$ cat config.mk
export PLATFORM = sky130hd
export DESIGN_NAME = flash_upload_word_packer_flat
export DESIGN_NICKNAME = d
export VERILOG_FILES = /design/src/fuwp_pkg.sv /design/src/fuwp_if.sv /design/src/fuwp_core.sv /design/src/fuwp_emit.sv /design/src/flash_upload_word_packer.sv /design/src/flat_wrapper.sv
export VERILOG_INCLUDE_DIRS = /design/src /design/src/src
export SDC_FILE = /design/constraint.sdc
export NUM_CORES = 1
export LEC_CHECK = 0
export BUFFER_PORTS_ARGS = -buffer_cell sky130_fd_sc_hd__buf_2
export CAP_MARGIN = 30
export CORE_ASPECT_RATIO = 1.75
export CORE_MARGIN = 1
export CORE_UTILIZATION = 49
export DETAILED_ROUTE_END_ITERATION = 16
export PLACE_DENSITY = 0.66
export SLEW_MARGIN = 25
export SYNTH_ARGS = -nofsm -noshare
export SYNTH_HDL_FRONTEND = slang
export SYNTH_HIERARCHICAL = 1
export SYNTH_SLANG_ARGS = --single-unit
$ cat constraint.sdc
create_clock -name clk -period 12.5 [get_ports clk]
set_clock_uncertainty 0.05 [all_clocks]
set_input_delay 2.5 -clock clk [delete_from_list [all_inputs] [get_ports clk]]
set_output_delay 2.5 -clock clk [all_outputs]
set_load 0.1 [all_outputs]
$ cat src/flash_upload_word_packer_macros.svh
`ifndef FLASH_UPLOAD_WORD_PACKER_MACROS_SVH
`define FLASH_UPLOAD_WORD_PACKER_MACROS_SVH

// Plain property check, held off while in reset.
`define FUWP_ASSERT(lbl, clk, rstn, prop, msg) \
	lbl: assert property (@(posedge clk) disable iff (!rstn) (prop)) else $error(msg);

// Next-cycle implication, held off while in reset.
`define FUWP_ASSERT_NEXT(lbl, clk, rstn, ante, cons, msg) \
	lbl: assert property (@(posedge clk) disable iff (!rstn) (ante) |=> (cons)) else $error(msg);

`endif

$ cat src/fuwp_pkg.sv
package fuwp_pkg;

	localparam int unsigned PAGE_BYTES_DEF       = 1024;
	localparam int unsigned MIN_UPLOAD_BYTES_DEF = 224;

	localparam logic [1:0] CMD_BEGIN    = 2'd0;
	localparam logic [1:0] CMD_DATA     = 2'd1;
	localparam logic [1:0] CMD_COMPLETE = 2'd2;
	localparam logic [1:0] CMD_ABORT    = 2'd3;

	localparam logic [2:0] OP_ERASE    = 3'd0;
	localparam logic [2:0] OP_WRITE    = 3'd1;
	localparam logic [2:0] OP_VECTOR   = 3'd2;
	localparam logic [2:0] OP_ACCEPTED = 3'd3;
	localparam logic [2:0] OP_REJECTED = 3'd4;
	localparam logic [2:0] OP_HALT     = 3'd5;

	localparam logic REG_BASE  = 1'b0;
	localparam logic REG_LIMIT = 1'b1;

	localparam int unsigned MAX_RESULTS = 3;

	typedef struct packed {
		logic [2:0]  operation;
		logic [31:0] target_address;
		logic [31:0] word_data;
		logic [2:0]  byte_count;
		logic [5:0]  vector_index;
		logic [31:0] code_length;
	} result_t;

	// Results caused by one request, slot 0 first; n is how many are used.
	typedef struct packed {
		logic [1:0]                    n;
		result_t [MAX_RESULTS-1:0]     r;
	} bundle_t;

	function automatic logic is_vector_slot(input logic [29:0] slot);
		logic hi_zero;
		logic hit;
		hi_zero = (slot[29:6] == 24'd0);
		unique case (slot[5:0])
			6'd2, 6'd3, 6'd4, 6'd5, 6'd6, 6'd14, 6'd15, 6'd28, 6'd56: hit = 1'b1;
			default: hit = 1'b0;
		endcase
		return hi_zero && hit;
	endfunction

endpackage

$ cat src/fuwp_if.sv
interface fuwp_cmd_if;
	logic       valid;
	logic       ready;
	logic [1:0] command;
	logic [7:0] data_byte;
	modport source (output valid, command, data_byte, input ready);
	modport sink (input valid, command, data_byte, output ready);
endinterface

interface fuwp_res_if;
	logic        valid;
	logic        ready;
	logic [2:0]  operation;
	logic [31:0] target_address;
	logic [31:0] word_data;
	logic [2:0]  byte_count;
	logic [5:0]  vector_index;
	logic [31:0] code_length;
	logic        last;
	modport source (output valid, operation, target_address, word_data, byte_count,
		vector_index, code_length, last, input ready);
	modport sink (input valid, operation, target_address, word_data, byte_count,
		vector_index, code_length, last, output ready);
endinterface

interface fuwp_cfg_if;
	logic        valid;
	logic        ready;
	logic        index;
	logic [31:0] data;
	modport source (output valid, index, data, input ready);
	modport sink (input valid, index, data, output ready);
endinterface

$ cat src/fuwp_core.sv
module fuwp_core
	import fuwp_pkg::*;
#(
	parameter int unsigned PAGE_BYTES       = PAGE_BYTES_DEF,
	parameter int unsigned MIN_UPLOAD_BYTES = MIN_UPLOAD_BYTES_DEF
) (
	input  logic       clk,
	input  logic       arst_n,
	fuwp_cmd_if.sink   cmd,
	fuwp_cfg_if.sink   cfg,
	input  logic       load_ok,
	output logic       bundle_valid,
	output bundle_t    bundle
);

	// PAGE_BYTES is a power of two, so the page offset is a mask
	localparam logic [31:0] PAGE_MASK = 32'(PAGE_BYTES - 1);
	localparam logic [32:0] MIN_LEN   = 33'(MIN_UPLOAD_BYTES);

	logic        valid_s1;
	logic [1:0]  cmd_s1;
	logic [7:0]  byte_s1;

	logic [31:0] base_q, limit_q;
	logic [31:0] wa_q, pb_q;
	logic [2:0]  pc_q;

	logic        adv;
	logic [1:0]  c;
	logic [31:0] pb_new;
	logic [2:0]  pc_new;
	logic        do_flush;
	logic [2:0]  fl_cnt;
	logic [31:0] fl_data;
	logic        below, over, in_region, erase, vec;
	logic [31:0] offset;
	logic [31:0] wa_fl, wa_after;
	logic        reject;
	logic [1:0]  k;
	bundle_t     b;

	assign cfg.ready = 1'b1;

	always_ff @(posedge clk or negedge arst_n) begin
		if (!arst_n) begin
			base_q  <= '0;
			limit_q <= '0;
		end else if (cfg.valid) begin
			if (cfg.index == REG_BASE) base_q <= cfg.data;
			else limit_q <= cfg.data;
		end
	end

	assign adv       = valid_s1 && ((b.n == 2'd0) || load_ok);
	assign cmd.ready = !valid_s1 || adv;

	always_ff @(posedge clk or negedge arst_n) begin
		if (!arst_n) begin
			valid_s1 <= 1'b0;
		end else if (cmd.ready) begin
			valid_s1 <= cmd.valid;
		end
	end

	always_ff @(posedge clk) begin
		if (cmd.valid && cmd.ready) begin
			cmd_s1  <= cmd.command;
			byte_s1 <= cmd.data_byte;
		end
	end

	assign c      = pc_q[1:0];
	assign pb_new = pb_q | ({24'd0, byte_s1} << {c, 3'b000});
	assign pc_new = {1'b0, c} + 3'd1;

	always_comb begin
		if (cmd_s1 == CMD_DATA) begin
			do_flush = (pc_new == 3'd4);
			fl_cnt   = pc_new;
			fl_data  = pb_new;
		end else begin
			do_flush = (cmd_s1 == CMD_COMPLETE) && (pc_q != 3'd0);
			fl_cnt   = pc_q;
			fl_data  = pb_q;
		end
	end

	assign below     = wa_q < base_q;
	assign over      = !below && (wa_q >= limit_q);
	assign in_region = !below && !over;
	assign erase     = (wa_q & PAGE_MASK) == 32'd0;
	assign offset    = wa_q - base_q;
	assign vec       = is_vector_slot(offset[31:2]);

	always_comb begin
		if (over) wa_fl = '0;
		else if (in_region) wa_fl = wa_q + {29'd0, fl_cnt};
		else wa_fl = wa_q;
	end

	assign wa_after = do_flush ? wa_fl : wa_q;
	assign reject   = {1'b0, wa_after} < ({1'b0, base_q} + MIN_LEN);

	// Results are appended in order; unused fields stay zero.
	always_comb begin
		b = '0;
		k = 2'd0;
		unique case (cmd_s1)
			CMD_BEGIN: begin
				b.r[0].operation = OP_HALT;
				k = 2'd1;
			end
			CMD_ABORT: begin
				b.r[0].operation = OP_REJECTED;
				k = 2'd1;
			end
			CMD_DATA, CMD_COMPLETE: begin
				if (do_flush && in_region) begin
					if (erase) begin
						b.r[k].operation      = OP_ERASE;
						b.r[k].target_address = wa_q;
						k = k + 2'd1;
					end
					b.r[k].target_address = wa_q;
					if (vec) begin
						b.r[k].operation    = OP_VECTOR;
						b.r[k].byte_count   = 3'd4;
						b.r[k].vector_index = offset[7:2];
					end else begin
						b.r[k].operation  = OP_WRITE;
						b.r[k].word_data  = fl_data;
						b.r[k].byte_count = fl_cnt;
					end
					k = k + 2'd1;
				end
				if (cmd_s1 == CMD_COMPLETE) begin
					if (reject) begin
						b.r[k].operation = OP_REJECTED;
					end else begin
						b.r[k].operation   = OP_ACCEPTED;
						b.r[k].code_length = wa_after - base_q;
					end
					k = k + 2'd1;
				end
			end
			default: k = 2'd0;
		endcase
		b.n = k;
	end

	assign bundle       = b;
	assign bundle_valid = valid_s1 && (b.n != 2'd0);

	always_ff @(posedge clk or negedge arst_n) begin
		if (!arst_n) begin
			wa_q <= '0;
			pb_q <= '0;
			pc_q <= '0;
		end else if (adv) begin
			unique case (cmd_s1)
				CMD_BEGIN: begin
					wa_q <= base_q;
					pb_q <= '0;
					pc_q <= '0;
				end
				CMD_DATA, CMD_COMPLETE: begin
					if (do_flush) begin
						wa_q <= wa_fl;
						pb_q <= '0;
						pc_q <= '0;
					end else if (cmd_s1 == CMD_DATA) begin
						pb_q <= pb_new;
						pc_q <= pc_new;
					end
				end
				default: begin
				end
			endcase
		end
	end

endmodule

$ cat src/fuwp_emit.sv
`include "flash_upload_word_packer_macros.svh"

module fuwp_emit
	import fuwp_pkg::*;
(
	input  logic       clk,
	input  logic       arst_n,
	input  logic       bundle_valid,
	input  bundle_t    bundle,
	output logic       load_ok,
	fuwp_res_if.source res
);

	logic                        bv_q;
	logic [1:0]                  idx_q;
	logic [1:0]                  cnt_q;
	result_t [MAX_RESULTS-1:0]   slots_q;

	logic    hs, last, load;
	result_t cur;

	assign hs      = bv_q && res.ready;
	assign last    = (idx_q == (cnt_q - 2'd1));
	assign load_ok = !bv_q || (hs && last);
	assign load    = bundle_valid && load_ok;

	always_ff @(posedge clk or negedge arst_n) begin
		if (!arst_n) begin
			bv_q  <= 1'b0;
			idx_q <= '0;
			cnt_q <= '0;
		end else if (load) begin
			bv_q  <= 1'b1;
			idx_q <= '0;
			cnt_q <= bundle.n;
		end else if (hs) begin
			if (last) bv_q <= 1'b0;
			else idx_q <= idx_q + 2'd1;
		end
	end

	always_ff @(posedge clk) begin
		if (load) slots_q <= bundle.r;
	end

	assign cur                = slots_q[idx_q];
	assign res.valid          = bv_q;
	assign res.operation      = cur.operation;
	assign res.target_address = cur.target_address;
	assign res.word_data      = cur.word_data;
	assign res.byte_count     = cur.byte_count;
	assign res.vector_index   = cur.vector_index;
	assign res.code_length    = cur.code_length;
	assign res.last           = last;

	`FUWP_ASSERT(a_idx_in_range, clk, arst_n, !bv_q || (idx_q < cnt_q), "result index past count")
	`FUWP_ASSERT(a_cnt_nonzero, clk, arst_n, !bv_q || (cnt_q != 2'd0), "empty result bundle held")
	`FUWP_ASSERT_NEXT(a_drain, clk, arst_n, hs && last && !load, !bv_q, "bundle not freed after last")

endmodule

$ cat src/flash_upload_word_packer.sv
// Channel | Dir | Moves
// cmd     | in  | one request: command, data_byte
// cfg     | in  | register write: index (0 region_base, 1 region_limit), data
// res     | out | one result: operation, address, data, counts, last
//
// A request waits in the input register until the output buffer can take
// its results (0 to 3); they are loaded together and leave one per cycle
// while res is ready. Data bytes that finish no word make no results and
// are taken back to back. The buffer is held until all results have left.
// Reset clears the region registers, write address and pending word.
// A stall on res holds the buffer; cmd stalls while the input register waits.
module flash_upload_word_packer
	import fuwp_pkg::*;
#(
	parameter int unsigned PAGE_BYTES       = PAGE_BYTES_DEF,
	parameter int unsigned MIN_UPLOAD_BYTES = MIN_UPLOAD_BYTES_DEF
) (
	input  logic       clk,
	input  logic       arst_n,
	fuwp_cmd_if.sink   cmd,
	fuwp_cfg_if.sink   cfg,
	fuwp_res_if.source res
);

	logic    load_ok;
	logic    bundle_valid;
	bundle_t bundle;

	fuwp_core #(
		.PAGE_BYTES       (PAGE_BYTES),
		.MIN_UPLOAD_BYTES (MIN_UPLOAD_BYTES)
	) u_core (
		.clk          (clk),
		.arst_n       (arst_n),
		.cmd          (cmd),
		.cfg          (cfg),
		.load_ok      (load_ok),
		.bundle_valid (bundle_valid),
		.bundle       (bundle)
	);

	fuwp_emit u_emit (
		.clk          (clk),
		.arst_n       (arst_n),
		.bundle_valid (bundle_valid),
		.bundle       (bundle),
		.load_ok      (load_ok),
		.res          (res)
	);

endmodule
$ cat src/flat_wrapper.sv
// flat-port wrapper written by rule: the top's interface ports become plain ports
module flash_upload_word_packer_flat import fuwp_pkg::*;
#(
	parameter int unsigned PAGE_BYTES       = PAGE_BYTES_DEF,
	parameter int unsigned MIN_UPLOAD_BYTES = MIN_UPLOAD_BYTES_DEF
)
  (clk, arst_n, cmd_valid, cmd_command, cmd_data_byte, cmd_ready, cfg_valid, cfg_index, cfg_data, cfg_ready, res_valid, res_operation, res_target_address, res_word_data, res_byte_count, res_vector_index, res_code_length, res_last, res_ready);
  fuwp_cmd_if cmd_i ();
  fuwp_cfg_if cfg_i ();
  fuwp_res_if res_i ();
  input  logic clk;
  input  logic arst_n;
  input wire logic [$bits(cmd_i.valid)-1:0] cmd_valid;
  input wire logic [$bits(cmd_i.command)-1:0] cmd_command;
  input wire logic [$bits(cmd_i.data_byte)-1:0] cmd_data_byte;
  output wire logic [$bits(cmd_i.ready)-1:0] cmd_ready;
  input wire logic [$bits(cfg_i.valid)-1:0] cfg_valid;
  input wire logic [$bits(cfg_i.index)-1:0] cfg_index;
  input wire logic [$bits(cfg_i.data)-1:0] cfg_data;
  output wire logic [$bits(cfg_i.ready)-1:0] cfg_ready;
  output wire logic [$bits(res_i.valid)-1:0] res_valid;
  output wire logic [$bits(res_i.operation)-1:0] res_operation;
  output wire logic [$bits(res_i.target_address)-1:0] res_target_address;
  output wire logic [$bits(res_i.word_data)-1:0] res_word_data;
  output wire logic [$bits(res_i.byte_count)-1:0] res_byte_count;
  output wire logic [$bits(res_i.vector_index)-1:0] res_vector_index;
  output wire logic [$bits(res_i.code_length)-1:0] res_code_length;
  output wire logic [$bits(res_i.last)-1:0] res_last;
  input wire logic [$bits(res_i.ready)-1:0] res_ready;
  assign cmd_i.valid = cmd_valid;
  assign cmd_i.command = cmd_command;
  assign cmd_i.data_byte = cmd_data_byte;
  assign cmd_ready = cmd_i.ready;
  assign cfg_i.valid = cfg_valid;
  assign cfg_i.index = cfg_index;
  assign cfg_i.data = cfg_data;
  assign cfg_ready = cfg_i.ready;
  assign res_valid = res_i.valid;
  assign res_operation = res_i.operation;
  assign res_target_address = res_i.target_address;
  assign res_word_data = res_i.word_data;
  assign res_byte_count = res_i.byte_count;
  assign res_vector_index = res_i.vector_index;
  assign res_code_length = res_i.code_length;
  assign res_last = res_i.last;
  assign res_i.ready = res_ready;
  flash_upload_word_packer #(.PAGE_BYTES(PAGE_BYTES), .MIN_UPLOAD_BYTES(MIN_UPLOAD_BYTES)) u_core (.clk(clk), .arst_n(arst_n), .cmd(cmd_i), .cfg(cfg_i), .res(res_i));
endmodule
==> impl_metrics.toml <==
[route]
wl_mm = 81.8
wl_per_cell_um = 23.8
drt_iter0_drc = 1739
avgViaCountPerCell = 5.90
vias = 20300
drc_errors = 0
antenna_violating_nets_post_route = 0
drtPass1Iterations = 7

[worst_setup_path]
critical_path_class = "reg2reg"
crit_path_start_kind = "flip-flop"
r2r-start = "u_core/u_core/wa_q[19]"
crit_top_cell = "nor2_1"
cp.required_ps = 12760
regToRegSetupSlack_ps = 4700
crit_family = "compound AO/OA/AOI/OAI gates"
crit_buf_inv = 3
rr_endpoint = "u_core/u_emit/slots_q[224]"
path_cells = "ha_1 > a21oi_1 > o21ai_0 > a221oi_1 > o41ai_1 > clkdlybuf4s18_2 > o211ai_1 > o211ai_1 > buf_4 > or2_2 > or4_1 > xor2_1 > nor2_1 > ha_1 > and4_1 > a221oi_1 > nor3_1 > nor4_1 > o21ai_0 > o221ai_1 > nor2_1 > nand2_1 > buf_4 > nor2_1"
critPathMaxStageDelay_ps = 880
reg2reg_depth = 24
critPathLaunch = "u_core/u_core/wa_q[19]"
slowest_stage = "a221oi_1"
critPathCaptureType = "flip-flop"
cp_max_fo = 27
crit_arrival_ps = 8070

[floorplanning]
rows = 113
core_area_sq_mm = 0.0542
die_y_um = 311
dieArea_sq_mm = 0.0557
io_pins = 160
initial_core_util = 0.495
die_w_um = 179

[clock_tree]
clk_pin_slew_worst_paths_ps = 70
insertion_delay_ps = 590
cts_max_path_buffers = 3
clock_sinks = 471
cts_buffers = 44
tritoncts = "yes"
htreeDepth = 2
root_buffer = "clkbuf_16"
postCtsHoldBufs = 0
post_cts_buffers = 0
ctsResizeCount = 0

[sta]
period_share = 0.624
min_period_ps = 7800
finalHoldViolCount = 0
setup_viol = 0
rsz0062_at_grt = "false"
setup_tns_ps = 0
drv_slew = 0
max_freq_ghz = 0.128
tightest_slew_ps = 1040
relSlewSlack = 0.298

[finish]
fillers = 4743
fin_nets = 2902
drive_above_1_share = 0.121
syn_to_final_growth_pct = 9.55
regArea_sq_mm = 0.0135
multiInputGateArea_sq_mm = 0.0121

[synthesis]
ys_ff_latch = 471
synthDistinctLibCells = 88
netlist_area_sq_mm = 0.0268
seq_area_frac_synth = 0.502
yosys_most_used_dff = "edfxtp_1"
ys_async_sr_fraction = 0.291
synthCells = 2623
avgSynthCellArea_sq_um = 10.2
synth_edf_count = 334
ys_warn_count = 6

[hold_path]
hold_path_class = "reg2reg"
min_from = "u_core/u_core/pb_q[24]"
holdPathEnd = "u_core/u_core/pb_q[24]"
min_path_cells = 2

[placed_design]
dp_hpwl_mm = 60.1
gp_congestion = 0.967
io_buffers = 158

[run]
maxCapViolCount = 0

[global_route]
grt_pass1_vias = 20000
overflow = 0
track_usage = 0.295
grt_antenna_before_repair = 2
grt_pass1_wl_mm = 122
grt_max_degree = 159

[status]
status = "complete, no violations"
-- cells in the mapped netlist, types with 26 or more instances --
cell      number  area, sq um
a31oi_1       29          181
nor3_1        32          160
xnor2_1       58          508
nor2_1       276         1040
buf_4         87          653
edfxtp_1     334        10000
mux2i_1      127         1270
ha_1         133         1660
clkbuf_1      86          323
xor2_1        26          228
nand2_1      253          950
a21oi_1      131          656
and2_1        38          238
mux2_2        33          372
inv_1        100          375
nand3_1       47          235
dfrtp_1      137         3430
buf_2         36          180
nor2b_1       33          206
a21o_1        36          270
and3_1        54          338
o21ai_0      259         1300
-- placed cells by master (no fill, tap or decap), types with 25 or more instances in the layout --
| cell type | count |
|---|---|
| nor2b_1 | 31 |
| dfrtp_1 | 135 |
| nand2_1 | 253 |
| and2_1 | 38 |
| a21o_1 | 36 |
| clkbuf_16 | 44 |
| and3_1 | 54 |
| buf_2 | 157 |
| buf_4 | 25 |
| o21ai_0 | 259 |
| inv_1 | 99 |
| nor2_1 | 275 |
| mux2_2 | 33 |
| nand3_1 | 47 |
| edfxtp_1 | 334 |
| mux2i_1 | 127 |
| a31oi_1 | 29 |
| xor2_1 | 26 |
| ha_1 | 132 |
| conb_1 | 84 |
| nor3_1 | 32 |
| a21oi_1 | 131 |
| xnor2_1 | 58 |
-- worst reg2reg max path: stages (launching register included) --
cell,delay [ps]
dfrtp_1,810
ha_1,380
a21oi_1,120
o21ai_0,120
a221oi_1,880
o41ai_1,250
clkdlybuf4s18_2,320
o211ai_1,110
o211ai_1,110
buf_4,260
or2_2,560
or4_1,620
xor2_1,250
nor2_1,100
ha_1,330
and4_1,180
a221oi_1,530
nor3_1,100
nor4_1,230
o21ai_0,120
o221ai_1,200
nor2_1,220
nand2_1,210
buf_4,350
nor2_1,110
-- state kept, by name, summed over array words and instances, names as in the netlist --
signal / count
u_core/u_emit/slots_q: 324
u_core/u_core/base_q: 32
u_core/u_core/limit_q: 32
u_core/u_core/pb_q: 32
u_core/u_core/wa_q: 32
u_core/u_core/byte_s1: 8
u_core/u_core/pc_q: 3
u_core/u_core/cmd_s1: 2
u_core/u_emit/cnt_q: 2
u_core/u_emit/idx_q: 2
u_core/u_core/valid_s1: 1
u_core/u_emit/res.valid: 1
-- through the flow --
step	std cells	cell area [sq um]	hold slack (ps)	setup WS, ps	utilization
after floorplan	2705	27100	407	2710	-
after CTS	3441	29300	449	4790	0.541
after global routing	3444	29400	468	4530	0.542
final	3445	29400	446	4700	0.542
after detailed placement	3360	27800	433	4830	0.514
after global placement	3357	27800	422	4750	0.513
-- kinds of logic after synthesis --
family / synth area share
fa+ha+maj: 0.0636
simple gates: 0.149
other cells: 0.000280
flops: 0.502
mux: 0.0629
xor+xnor: 0.0281
compound gates: 0.133
buf+inv: 0.0601
-- metal layers --
metal	wire length, um	GRT usage	vias up
met5	0	0	-
met4	6380	0.195	0
met3	3880	0.0321	244
met2	42300	0.529	775
met1	29300	0.322	9881
li1	-	-	9437
-- worst max-delay path by stage --
| stage | depth (start not counted) | endpoint |
|---|---|---|
| floorplan | 15 | u_core/u_emit/slots_q[0] |
| global placement | 21 | u_core/u_emit/slots_q[111] |
| detailed placement | 24 | u_core/u_emit/slots_q[115] |
| CTS | 24 | u_core/u_emit/slots_q[115] |
| global route | 24 | u_core/u_emit/slots_q[115] |
| finish | 24 | u_core/u_emit/slots_q[224] |
-- area by class of cell --
| cell class | instances | share of cell area |
|---|---|---|
| well taps | 690 | 0.0294 |
| clock inverters | 19 | 0.00656 |
| multi-input cells | 1914 | 0.411 |
| flip-flops and latches | 471 | 0.459 |
| inverters | 100 | 0.0132 |
| clock buffers | 62 | 0.0436 |
| diodes | 1 | 0.0000852 |
| repair buffers | 188 | 0.0371 |
Power is left out: the tool's default activity adds up to more than one toggle a clock period on the data nets, which glitch-free logic cannot reach.
